File: src/hdl/mlt_pkg.sv
// Package for the mutex lock table: table sizes, command and status codes,
// and the controller command word. No dependencies.
`default_nettype none
package mlt_pkg;

  localparam int NumEntries = 16;
  localparam int WaitSlots  = 8;
  localparam int PidW       = 8;

  localparam int EntryIdxW = (NumEntries > 1) ? $clog2(NumEntries) : 1;
  localparam int SlotIdxW  = (WaitSlots > 1) ? $clog2(WaitSlots) : 1;
  localparam int SlotAddrW = (NumEntries * WaitSlots > 1) ? $clog2(NumEntries * WaitSlots) : 1;

  // Port widths fixed by the interface.
  localparam int CmdW    = 2;
  localparam int IndexW  = 4;
  localparam int ReqPidW = 8;
  localparam int StatusW = 4;
  localparam int WokenW  = 8;

  localparam logic [CmdW-1:0] CmdLock  = 2'd0;
  localparam logic [CmdW-1:0] CmdFree  = 2'd1;
  localparam logic [CmdW-1:0] CmdAlloc = 2'd2;
  localparam logic [CmdW-1:0] CmdClean = 2'd3;

  localparam logic [StatusW-1:0] StGranted   = 4'd0;
  localparam logic [StatusW-1:0] StQueued    = 4'd1;
  localparam logic [StatusW-1:0] StWaitFull  = 4'd2;
  localparam logic [StatusW-1:0] StInvalid   = 4'd3;
  localparam logic [StatusW-1:0] StReleased  = 4'd4;
  localparam logic [StatusW-1:0] StHanded    = 4'd5;
  localparam logic [StatusW-1:0] StAllocated = 4'd6;
  localparam logic [StatusW-1:0] StNoSpace   = 4'd7;
  localparam logic [StatusW-1:0] StCleaned   = 4'd8;

  // Commands from the controller to the datapath.
  typedef struct packed {
    logic exec;     // execute the accepted word this cycle
  } ctrl_cmd_t;

endpackage
`default_nettype wire

File: src/hdl/mlt_ram.sv
// Generic single-port RAM with registered read data.
// Standalone; used for the waiter pid store.
`default_nettype none
module mlt_ram #(
  parameter int Width = 8,
  parameter int Depth = 128,
  parameter int AddrW = (Depth > 1) ? $clog2(Depth) : 1
) (
  input  wire logic             clk_i,
  input  wire logic             we_i,
  input  wire logic             re_i,
  input  wire logic [AddrW-1:0] addr_i,
  input  wire logic [Width-1:0] wdata_i,
  output logic      [Width-1:0] rdata_o
);

  logic [Width-1:0] mem [Depth];
  logic [Width-1:0] rdata_q;

  always_ff @(posedge clk_i) begin
    if (we_i) begin
      mem[addr_i] <= wdata_i;
    end
    if (re_i) begin
      rdata_q <= mem[addr_i];
    end
  end

  assign rdata_o = rdata_q;

endmodule
`default_nettype wire

File: src/hdl/mlt_ctrl.sv
// Controller for the mutex lock table: idle / respond sequencer and handshakes.
// Depends on mlt_pkg.
`default_nettype none
module mlt_ctrl (
  input  wire logic clk_i,
  input  wire logic rst_ni,
  input  wire logic in_valid_i,
  output logic      in_ready_o,
  output logic      out_valid_o,
  input  wire logic out_ready_i,
  output mlt_pkg::ctrl_cmd_t cmd_o
);
  import mlt_pkg::*;

  localparam logic StIdle = 1'b0;
  localparam logic StResp = 1'b1;

  logic state_q, state_d;

  always_comb begin
    state_d = state_q;
    case (state_q)
      StIdle: begin
        if (in_valid_i) state_d = StResp;
      end
      StResp: begin
        if (out_ready_i) state_d = StIdle;
      end
      default: state_d = StIdle;
    endcase
  end

  always_ff @(posedge clk_i or negedge rst_ni) begin
    if (!rst_ni) begin
      state_q <= StIdle;
    end else begin
      state_q <= state_d;
    end
  end

  assign in_ready_o     = (state_q == StIdle);
  assign out_valid_o    = (state_q == StResp);
  assign cmd_o.exec     = in_valid_i && (state_q == StIdle);

endmodule
`default_nettype wire

File: src/hdl/mlt_dpath.sv
// Datapath for the mutex lock table: entry flags, slot occupancy, search logic,
// result registers and the pid RAM. Depends on mlt_pkg and mlt_ram.
`default_nettype none
module mlt_dpath (
  input  wire logic                        clk_i,
  input  wire logic                        rst_ni,
  input  wire mlt_pkg::ctrl_cmd_t          cmd_i,
  input  wire logic [mlt_pkg::CmdW-1:0]    cmd_code_i,
  input  wire logic [mlt_pkg::IndexW-1:0]  mutex_index_i,
  input  wire logic [mlt_pkg::ReqPidW-1:0] requester_pid_i,
  output logic      [mlt_pkg::StatusW-1:0] status_o,
  output logic      [mlt_pkg::WokenW-1:0]  woken_pid_o,
  output logic      [mlt_pkg::IndexW-1:0]  result_index_o
);
  import mlt_pkg::*;

  logic [NumEntries-1:0]                used_q, used_d;
  logic [NumEntries-1:0]                held_q, held_d;
  logic [NumEntries-1:0][WaitSlots-1:0] occ_q, occ_d;

  logic [StatusW-1:0] status_q, status_d;
  logic [IndexW-1:0]  res_idx_q, res_idx_d;
  logic               handed_q, handed_d;

  logic [EntryIdxW-1:0] ent;
  logic                 in_range, entry_ok;
  logic [WaitSlots-1:0] occ_row;
  logic                 free_found, busy_found, unused_found;
  logic [SlotIdxW-1:0]  free_slot, busy_slot;
  logic [EntryIdxW-1:0] unused_ent;

  logic                 ram_we, ram_re;
  logic [SlotAddrW-1:0] ram_addr;
  logic [PidW-1:0]      ram_rdata;

  assign ent      = EntryIdxW'(mutex_index_i);
  assign in_range = (int'(mutex_index_i) < NumEntries);
  assign entry_ok = in_range && used_q[ent];
  assign occ_row  = occ_q[ent];

  // Lowest empty and lowest occupied slot of the addressed entry.
  always_comb begin
    free_found = 1'b0;
    busy_found = 1'b0;
    free_slot  = '0;
    busy_slot  = '0;
    for (int s = WaitSlots - 1; s >= 0; s--) begin
      if (!occ_row[s]) begin
        free_found = 1'b1;
        free_slot  = SlotIdxW'(s);
      end
      if (occ_row[s]) begin
        busy_found = 1'b1;
        busy_slot  = SlotIdxW'(s);
      end
    end
  end

  // Lowest unused entry, for allocate.
  always_comb begin
    unused_found = 1'b0;
    unused_ent   = '0;
    for (int e = NumEntries - 1; e >= 0; e--) begin
      if (!used_q[e]) begin
        unused_found = 1'b1;
        unused_ent   = EntryIdxW'(e);
      end
    end
  end

  always_comb begin
    used_d    = used_q;
    held_d    = held_q;
    occ_d     = occ_q;
    status_d  = status_q;
    res_idx_d = res_idx_q;
    handed_d  = handed_q;
    ram_we    = 1'b0;
    ram_re    = 1'b0;
    ram_addr  = SlotAddrW'(ent) * SlotAddrW'(WaitSlots) + SlotAddrW'(free_slot);
    if (cmd_i.exec) begin
      status_d  = StInvalid;
      res_idx_d = mutex_index_i;
      handed_d  = 1'b0;
      case (cmd_code_i)
        CmdLock: begin
          if (entry_ok) begin
            if (!held_q[ent]) begin
              held_d[ent] = 1'b1;
              status_d    = StGranted;
            end else if (free_found) begin
              occ_d[ent][free_slot] = 1'b1;
              ram_we   = 1'b1;
              status_d = StQueued;
            end else begin
              status_d = StWaitFull;
            end
          end
        end
        CmdFree: begin
          if (entry_ok) begin
            if (busy_found) begin
              occ_d[ent][busy_slot] = 1'b0;
              ram_re   = 1'b1;
              ram_addr = SlotAddrW'(ent) * SlotAddrW'(WaitSlots) + SlotAddrW'(busy_slot);
              handed_d = 1'b1;
              status_d = StHanded;
            end else begin
              held_d[ent] = 1'b0;
              status_d    = StReleased;
            end
          end
        end
        CmdAlloc: begin
          if (unused_found) begin
            used_d[unused_ent] = 1'b1;
            status_d  = StAllocated;
            res_idx_d = IndexW'(unused_ent);
          end else begin
            status_d  = StNoSpace;
            res_idx_d = '0;
          end
        end
        CmdClean: begin
          if (in_range) begin
            used_d[ent] = 1'b0;
            held_d[ent] = 1'b0;
            occ_d[ent]  = '0;
            status_d    = StCleaned;
          end
        end
        default: status_d = StInvalid;
      endcase
    end
  end

  always_ff @(posedge clk_i or negedge rst_ni) begin
    if (!rst_ni) begin
      used_q <= NumEntries'(1);
      held_q <= '0;
      occ_q  <= '0;
    end else begin
      used_q <= used_d;
      held_q <= held_d;
      occ_q  <= occ_d;
    end
  end

  always_ff @(posedge clk_i) begin
    status_q  <= status_d;
    res_idx_q <= res_idx_d;
    handed_q  <= handed_d;
  end

  mlt_ram #(
    .Width (PidW),
    .Depth (NumEntries * WaitSlots),
    .AddrW (SlotAddrW)
  ) u_pid_ram (
    .clk_i   (clk_i),
    .we_i    (ram_we),
    .re_i    (ram_re),
    .addr_i  (ram_addr),
    .wdata_i (PidW'(requester_pid_i)),
    .rdata_o (ram_rdata)
  );

  assign status_o       = status_q;
  assign result_index_o = res_idx_q;
  // The pid RAM holds its read word until the next free that hands over a
  // lock, so it stays put while the receiver stalls.
  assign woken_pid_o    = handed_q ? WokenW'(ram_rdata) : '0;

endmodule
`default_nettype wire

File: src/hdl/mutex_lock_table.sv
// Top level of the mutex lock table: controller, datapath and assertions.
// Depends on mlt_pkg, mlt_ctrl, mlt_dpath and mlt_ram.
//
// Usage:
//   Input channel (in_valid_i / in_ready_o) carries one command word: cmd_i,
//   mutex_index_i and requester_pid_i. Output channel (out_valid_o /
//   out_ready_i) returns exactly one result word per command: status_o,
//   woken_pid_o and result_index_o.
//   The result word is valid in the cycle after the command is taken.
//   A new command is taken only after the previous result has been taken;
//   the sequencer alternates between taking a word and presenting its result,
//   and the waiter pid store is a RAM with a registered read port, so the
//   woken pid of a free is available in the cycle after the slot search.
//   Stall: while out_valid_o waits for out_ready_i, the result word holds and
//   no new command is taken.
//   Reset (rst_ni low, asynchronous): entry 0 is marked used, all other
//   entries unused, all locks and waiter slots clear. The pid RAM is not
//   cleared; a pid is only read from a slot that was written.
`default_nettype none
module mutex_lock_table (
  input  wire logic                        clk_i,
  input  wire logic                        rst_ni,
  input  wire logic                        in_valid_i,
  output logic                             in_ready_o,
  input  wire logic [mlt_pkg::CmdW-1:0]    cmd_i,
  input  wire logic [mlt_pkg::IndexW-1:0]  mutex_index_i,
  input  wire logic [mlt_pkg::ReqPidW-1:0] requester_pid_i,
  output logic                             out_valid_o,
  input  wire logic                        out_ready_i,
  output logic      [mlt_pkg::StatusW-1:0] status_o,
  output logic      [mlt_pkg::WokenW-1:0]  woken_pid_o,
  output logic      [mlt_pkg::IndexW-1:0]  result_index_o
);
  import mlt_pkg::*;

  ctrl_cmd_t ctrl_cmd;

  // Sequence the handshakes: take a word, then present its result.
  mlt_ctrl u_ctrl (
    .clk_i       (clk_i),
    .rst_ni      (rst_ni),
    .in_valid_i  (in_valid_i),
    .in_ready_o  (in_ready_o),
    .out_valid_o (out_valid_o),
    .out_ready_i (out_ready_i),
    .cmd_o       (ctrl_cmd)
  );

  // Execute the command against the table in the cycle it is taken.
  mlt_dpath u_dpath (
    .clk_i           (clk_i),
    .rst_ni          (rst_ni),
    .cmd_i           (ctrl_cmd),
    .cmd_code_i      (cmd_i),
    .mutex_index_i   (mutex_index_i),
    .requester_pid_i (requester_pid_i),
    .status_o        (status_o),
    .woken_pid_o     (woken_pid_o),
    .result_index_o  (result_index_o)
  );

  // Never take a word while a result is pending.
  a_no_overlap: assert property (@(posedge clk_i) disable iff (!rst_ni)
    !(in_ready_o && out_valid_o))
    else $error("input taken while result pending");

  // A taken word yields a result in the next cycle.
  a_result_follows: assert property (@(posedge clk_i) disable iff (!rst_ni)
    (in_valid_i && in_ready_o) |=> out_valid_o)
    else $error("no result after accepted word");

  // Only a hand-over reports a pid.
  a_woken_only_handed: assert property (@(posedge clk_i) disable iff (!rst_ni)
    (out_valid_o && (status_o != StHanded)) |-> (woken_pid_o == '0))
    else $error("woken pid without hand-over");

  // Allocate with no space reports entry 0.
  a_no_space_index: assert property (@(posedge clk_i) disable iff (!rst_ni)
    (out_valid_o && (status_o == StNoSpace)) |-> (result_index_o == '0))
    else $error("no-space result with nonzero index");

endmodule
`default_nettype wire
File: config.mk
export PLATFORM = sky130hd
export DESIGN_NAME = mutex_lock_table
export DESIGN_NICKNAME = d
export VERILOG_FILES = /design/src/hdl/mlt_pkg.sv /design/src/hdl/mlt_ram.sv /design/src/hdl/mlt_ctrl.sv /design/src/hdl/mlt_dpath.sv /design/src/hdl/mutex_lock_table.sv
export SDC_FILE = /design/constraint.sdc
export NUM_CORES = 1
export LEC_CHECK = 0
export BUFFER_PORTS_ARGS = -buffer_cell sky130_fd_sc_hd__buf_2
export CAP_MARGIN = 20
export CORE_MARGIN = 1
export CORE_UTILIZATION = 35
export CTS_BUF_LIST = sky130_fd_sc_hd__clkbuf_4
export DETAILED_ROUTE_END_ITERATION = 10
export GPL_TIMING_DRIVEN = 0
export SLEW_MARGIN = 10
export SYNTH_ARGS = -nofsm -noshare
export SYNTH_HDL_FRONTEND = slang
export SYNTH_SLANG_ARGS = --single-unit
File: constraint.sdc
create_clock -name clk_i -period 10.34 [get_ports clk_i]
set_clock_uncertainty 0.15 [all_clocks]
set_input_delay 0.517 -clock clk_i [delete_from_list [all_inputs] [get_ports clk_i]]
set_output_delay 0.517 -clock clk_i [all_outputs]
set_load 0.005 [all_outputs]
### Word level (Yosys, flattened, before mapping)

Memory sizes are Yosys's and may differ from the RTL's. A register that Yosys moved wholly into a read port is not among the register bits.
Index checks and enable logic that the tools add are counted.
W data, S select, Z words.

* order comparisons: 8
* bitwise gates (word level): 11
* muxes and demuxes: 125
* equality and inequality tests: 11
* reduce and logical (&&, ||, !) cells: 11
* add/sub/neg operators: 2

Operators with widths (number)
* $mux W128: 5
* $pmux W128 S3: 1
* $and A128 B128 Y128: 2
* $not A128 Y128: 2
* $or A128 B128 Y128: 1
* $demux W8 S4: 3
* $mux W4: 21
* $mux W16: 5
* $mux W1: 53
* $mux W3: 16
* $pmux W16 S3: 1
* $mux W8: 5
* $and A16 B16 Y16: 2
* $bmux W8 S4: 1
* $or A16 B16 Y16: 2
* $pmux W16 S2: 1
* $mux W7: 4
* $not A16 Y16: 1
* $pmux W4 S4: 1
* $add A7 B3 Y7: 2
* $ne A2 B1 Y1 const B: 6
* $lt A4 B5 Y1 const B: 2
* $bmux W1 S4: 2
* $demux W1 S4: 2
* other kinds (17): 27

* memories kept: 1
* memory bits (writable): 1024
* bits in registers: 170
* bits of input ports: 18
* output and inout port bits: 18

Memory list
* u_dpath.u_pid_ram.mem: depth 128, width 8, rd ports 1, clocked after Yosys merged registers in 1, write ports 1, line mlt_ram.sv:17 `logic [Width-1:0] mem [Depth];`

### Logic depth before layout (Yosys ltp)

* depth after elaboration: 23
* mapped depth: 19

### By module

Synthesis repeated with hierarchy kept, for this count alone.

* cell total of the unflattened synthesis: 3315
* area total of the unflattened synthesis: 49159.6 sq um

Modules (own cells, without submodules)
* mlt_ram: instances 1, area an instance 40513.9 sq um, seq. area each 30989.7 sq um, cells an instance 2475
* mlt_dpath: instances 1, area an instance 8600.7 sq um, seq. area each 4275.4 sq um, cells an instance 836
* mlt_ctrl: instances 1, area an instance 45.0 sq um, seq. area each 25.0 sq um, cells an instance 4

### Worst setup path after synthesis

Ideal clock, no wire load.

* kind: input-to-reg
* from: input mutex_index_i[0] in the netlist's numbering
* to: memory u_dpath.u_pid_ram.mem[69][0], enable pin
* cell stages on the path: 14
* data arrival time: 4.041 ns
* setup time: 0.371 ns
* data required time: 9.819 ns
* slack: 5.778 ns
* path through: buf_6 buf_6 mux4_2 nand2_1 nand4_4 nor4_4 a21oi_1 a21o_1 buf_4 nor2_4 clkbuf_1 nand2_1 clkbuf_1 nor2_1

* word-level cells in the longest chain between the ends: 17

RTL lines
* start, declared: line mutex_lock_table.sv:26 `input wire logic [mlt_pkg::IndexW-1:0] mutex_index_i,`
* parallel branches: the longest is 17 deep, another holds $add A7 B3 Y7
* end, declared: line mlt_ram.sv:17

Several ways; the timed one is not identified. The select of a mux whose other input is x is not followed.

### Final worst setup path

* from: input mutex_index_i[2] in the netlist's numbering
* to: register u_dpath.u_pid_ram.rdata_q[7], in the netlist u_dpath.u_pid_ram.rdata_o[7], read port of u_dpath.u_pid_ram.mem, data pin

* word-level cells in the longest chain between the ends: 15

RTL lines
* $bmux W8 S4: line mlt_dpath.sv:39 `assign occ_row = occ_q[ent];`
* $mux W8 (not written as such): line mlt_dpath.sv:39
* $mux W3, on equally long branches (8 in a row): line mlt_dpath.sv:48, mlt_dpath.sv:52
* $add A7 B3 Y7, on equally long branches: line mlt_dpath.sv:80, mlt_dpath.sv:105
* $mux W7: line mlt_dpath.sv:102 `if (busy_found) begin`
* $mux W7: line mlt_dpath.sv:101 `if (entry_ok) begin`
* $mux W7: line mlt_dpath.sv:85 `case (cmd_code_i)`
* $mux W7: line mlt_dpath.sv:81 `if (cmd_i.exec) begin`
* end, declared: line mlt_ram.sv:18 `logic [Width-1:0] rdata_q;`

Several ways; a longest one is shown, not always the timed one. The select of a mux whose other input is x is not followed.
A chain may end at the register's enable or synchronous reset.

==> metrics <==
Reg power frac 0.547; max-cap check violation count 0; Syn Nets 3,261; Worst-Margin Slew 1.34 ns; Leakage 18.9 nW; CTS Buf Count 321; Post-Synthesis Cell Area 48,600 sq um; synth top area cells edfxtp_1, dfrtp_1, mux2i_1; critical-path cell with the highest stage delay a222oi_1; Final setup viols 0; Post-synth EDFFs 1,041; FF/Latch Area 35,300 sq um; CP Max Fanout 10; layout cells sized above 1 0.204; RSZ-0062 raised after global routing no; CP Class in -> reg; drt total wl 202,000 microns; most numerous cell in the Yosys netlist edfxtp_1; Hold Vio Cnt, Final 0; Rows 136; PwrDens 174 nW/um^2; GRT Overall Usage 0.282; Die Footprint 140,000 sq um; Setup crit end kind flip-flop; Hold Crit Class in -> reg; drt drc 0; Worst path most repeated cell buf_2; Initial Util 0.353; ys flop type edfxtp_1; switching share of power 0.237; min Tclk post-route 8.26 ns; Max transition margin 0.109; routability cong. 1.05; post-synth top area cell edfxtp_1; CTS tree yes; via-per-instance ratio 6.17; Reg clk slew, reported paths 0.06 ns; first-pass GRT wire length 270,000 microns; Async SR Flop Fraction 0.134; Final Cycle Share 0.799; DP HPWL 138,000 microns; Arr. time, crit path 9.03 ns; CTS sink cnt 1,202; mean area per synthesized cell 15.0 sq um; r2r setup slk 2.91 ns; flops & latches, synth 1,202; Worst EP required 11.11 ns; Slew Viols, Final 0; Min-Delay Path Depth 4; number of distinct library cells after synthesis 86; Largest delay share family, worst path compound AO/OA/AOI/OAI gates; Psw 2.31 mW; P_int 7.43 mW; Die Wd 375 microns; Worst path max stage delay 1.05 ns; VDD IR max 0.108 mV; post-synth top area share 0.643; fillers 12,800; Cell Chain, Critical Path dlygate4sd3_1 > buf_2 > buf_2 > nor2_1 > clkbuf_1 > nand2_1 > nand4_1 > a211oi_1 > o311a_1 > a21oi_2 > nand2_2 > buf_2 > buf_2 > a21oi_1 > a21oi_1 > a211oi_1 > o21ai_1 > a222oi_1; Setup Buffers After CTS 0; Clk network pwr share 0.411; synth warn 0; post-route cell area 55,900 sq um; Die H 375 microns; multi-input logic area 12,200 sq um; Critical path buffers and inverters 6; Synth top cells by count edfxtp_1, nand2_1, mux2i_1; Critical Path Stages 18; Layout area overhead 14.9%; Reg2Reg Depth 14; DR WL/cell 35.7 microns; Gate power share 0.042; Vias 34,900; I/O Buffers 32; outcome completed; CTS root buffer clkbuf_4; grt ovf 0; later-pin clock latency in the skew report 1.29 ns; pin count of the biggest net entering global routing 89; Setup crit start kind input port; clk buf depth 4; Core ar. 138,000 sq um; vias in the first global route 33,200; Layout Nets 3,695; Final ANT Viol Nets 0; H-tree depth 5; Max Clk Rate 121 MHz; DRT Pass-1 Iters 6; cells after synthesis 3,243; post-synthesis sequential area ratio 0.726; setup TNS 0 ns; I/O pins 36; placed instance area 51,900 sq um; DRT iter0 DRCs 6,003; initial antenna violation count 11
==> cells in the final DEF, fill, tap and decap left out, types with 11 or more instances in the layout <==
cell / synthesis / final
dlygate4sd3_1: 0 / 19
nor2_2: 0 / 29
a221oi_1: 51 / 51
mux2i_1: 259 / 259
dfrtp_1: 160 / 160
buf_2: 45 / 69
buf_4: 51 / 71
o22a_1: 24 / 24
a2bb2oi_1: 14 / 14
mux4_2: 42 / 42
a31oi_1: 20 / 20
nand3_1: 27 / 27
buf_6: 17 / 34
nand4_1: 12 / 12
clkbuf_1: 90 / 88
o2bb2ai_1: 60 / 60
buf_16: 0 / 11
a211oi_1: 37 / 37
a2111oi_0: 56 / 56
o21ai_0: 163 / 163
inv_1: 11 / 11
edfxtp_1: 1041 / 1041
o22ai_1: 84 / 84
clkbuf_4: 0 / 455
clkinv_1: 1 / 39
nor2_1: 191 / 162
a211o_1: 12 / 12
buf_8: 0 / 20
nand2_1: 357 / 357
and2_1: 14 / 14
a21oi_1: 232 / 231
==> kinds of logic (layout without fill, tap and decap cells) <==
family | count (synthesis) | in the layout | synth area share
DFF | 1202 | 1202 | 0.726
buffers and inverters | 221 | 838 | 0.0248
and+or+nand+nor | 659 | 659 | 0.0580
other | 0 | 10 | 0
muxes | 310 | 310 | 0.0749
AOI/OAI and AO/OA | 851 | 851 | 0.117
==> metrics by stage <==
| stage | power, mW | setup WS, ns | utilization | instances | hold slack (ns) |
|---|---|---|---|---|---|
| global placement | 5.80 | 1.21 | 0.371 | 5069 | 0.323 |
| global route | 9.98 | 2.72 | 0.406 | 5660 | 0.0998 |
| CTS | 9.71 | 3.09 | 0.405 | 5645 | 0.0330 |
| detailed placement | 5.81 | 2.31 | 0.377 | 5119 | 0.322 |
| floorplan | 5.57 | 5.78 | - | 3243 | 0.0714 |
| finish | 9.73 | 2.08 | 0.406 | 5664 | 0.0978 |
==> what timing repair did <==
item / 4_1_cts / 5_1_grt
endpoints found under the hold margin: 1238 / 0
hold buffers: 20 / 0
gates resized for setup: 0 / 0
==> per-layer routing <==
metal,vias to the layer above,part of all wire,GRT usage
li1,13800,-,-
met1,17700,0.37,0.360
met2,2892,0.42,0.404
met3,618,0.13,0.0900
met4,6,0.077,0.198
met5,-,0.00019,0
==> final timing paths <==
kind | start | endpoint
max | mutex_index_i[2] | u_dpath.u_pid_ram.rdata_o[7]
min | mutex_index_i[1] | u_dpath.status_o[1]
max reg2reg | u_dpath.occ_q[114] | u_dpath.u_pid_ram.rdata_o[7]
min reg2reg | flip-flop | flip-flop
max in group asynchronous | rst_ni | u_dpath.occ_q[86]
min in group asynchronous | rst_ni | u_dpath.used_q[0]
==> sequential cells by signal, summed over array words and instances, names as in the netlist, named ones only <==
signal and flops:
u_dpath.used_q 16, u_dpath.handed_q 1, u_dpath.result_index_o 4, u_dpath.u_pid_ram.mem 1024, u_dpath.occ_q 128, u_dpath.u_pid_ram.rdata_o 8, u_ctrl.out_valid_o 1, u_dpath.status_o 4
==> power groups by stage <==
stage                     clock network [mW]  logic, mW  registers (mW)
after floorplan                            0      0.155            5.42
after global placement                     0      0.361            5.44
after detailed placement                   0      0.382            5.43
after CTS                               4.00      0.390            5.32
after global routing                    4.24      0.419            5.32
final                                   4.00      0.410            5.32
==> worst reg2reg max path, stage by stage (launching register included) <==
cell	delay (ns)
dfrtp_1	0.38
mux4_2	0.46
nand2_1	0.12
nand4_1	0.35
nor4_4	0.59
a21oi_2	0.21
a21oi_2	0.98
nand2_2	0.49
buf_2	0.40
buf_2	0.33
a21oi_1	0.26
a21oi_1	0.13
a211oi_1	0.97
o21ai_1	0.19
a222oi_1	1.05
==> cell type report <==
class	count	area share
Tap cell	1794	0.0402
Buffer	208	0.0208
Timing Repair Buffer	111	0.0225
Antenna cell	10	0.000448
Clock inverter	51	0.00405
Clock buffer	455	0.0611
Multi-Input combinational cell	1820	0.219
Inverter	13	0.000873
Sequential cell	1202	0.632
Power figures use the tool's default switching activity.
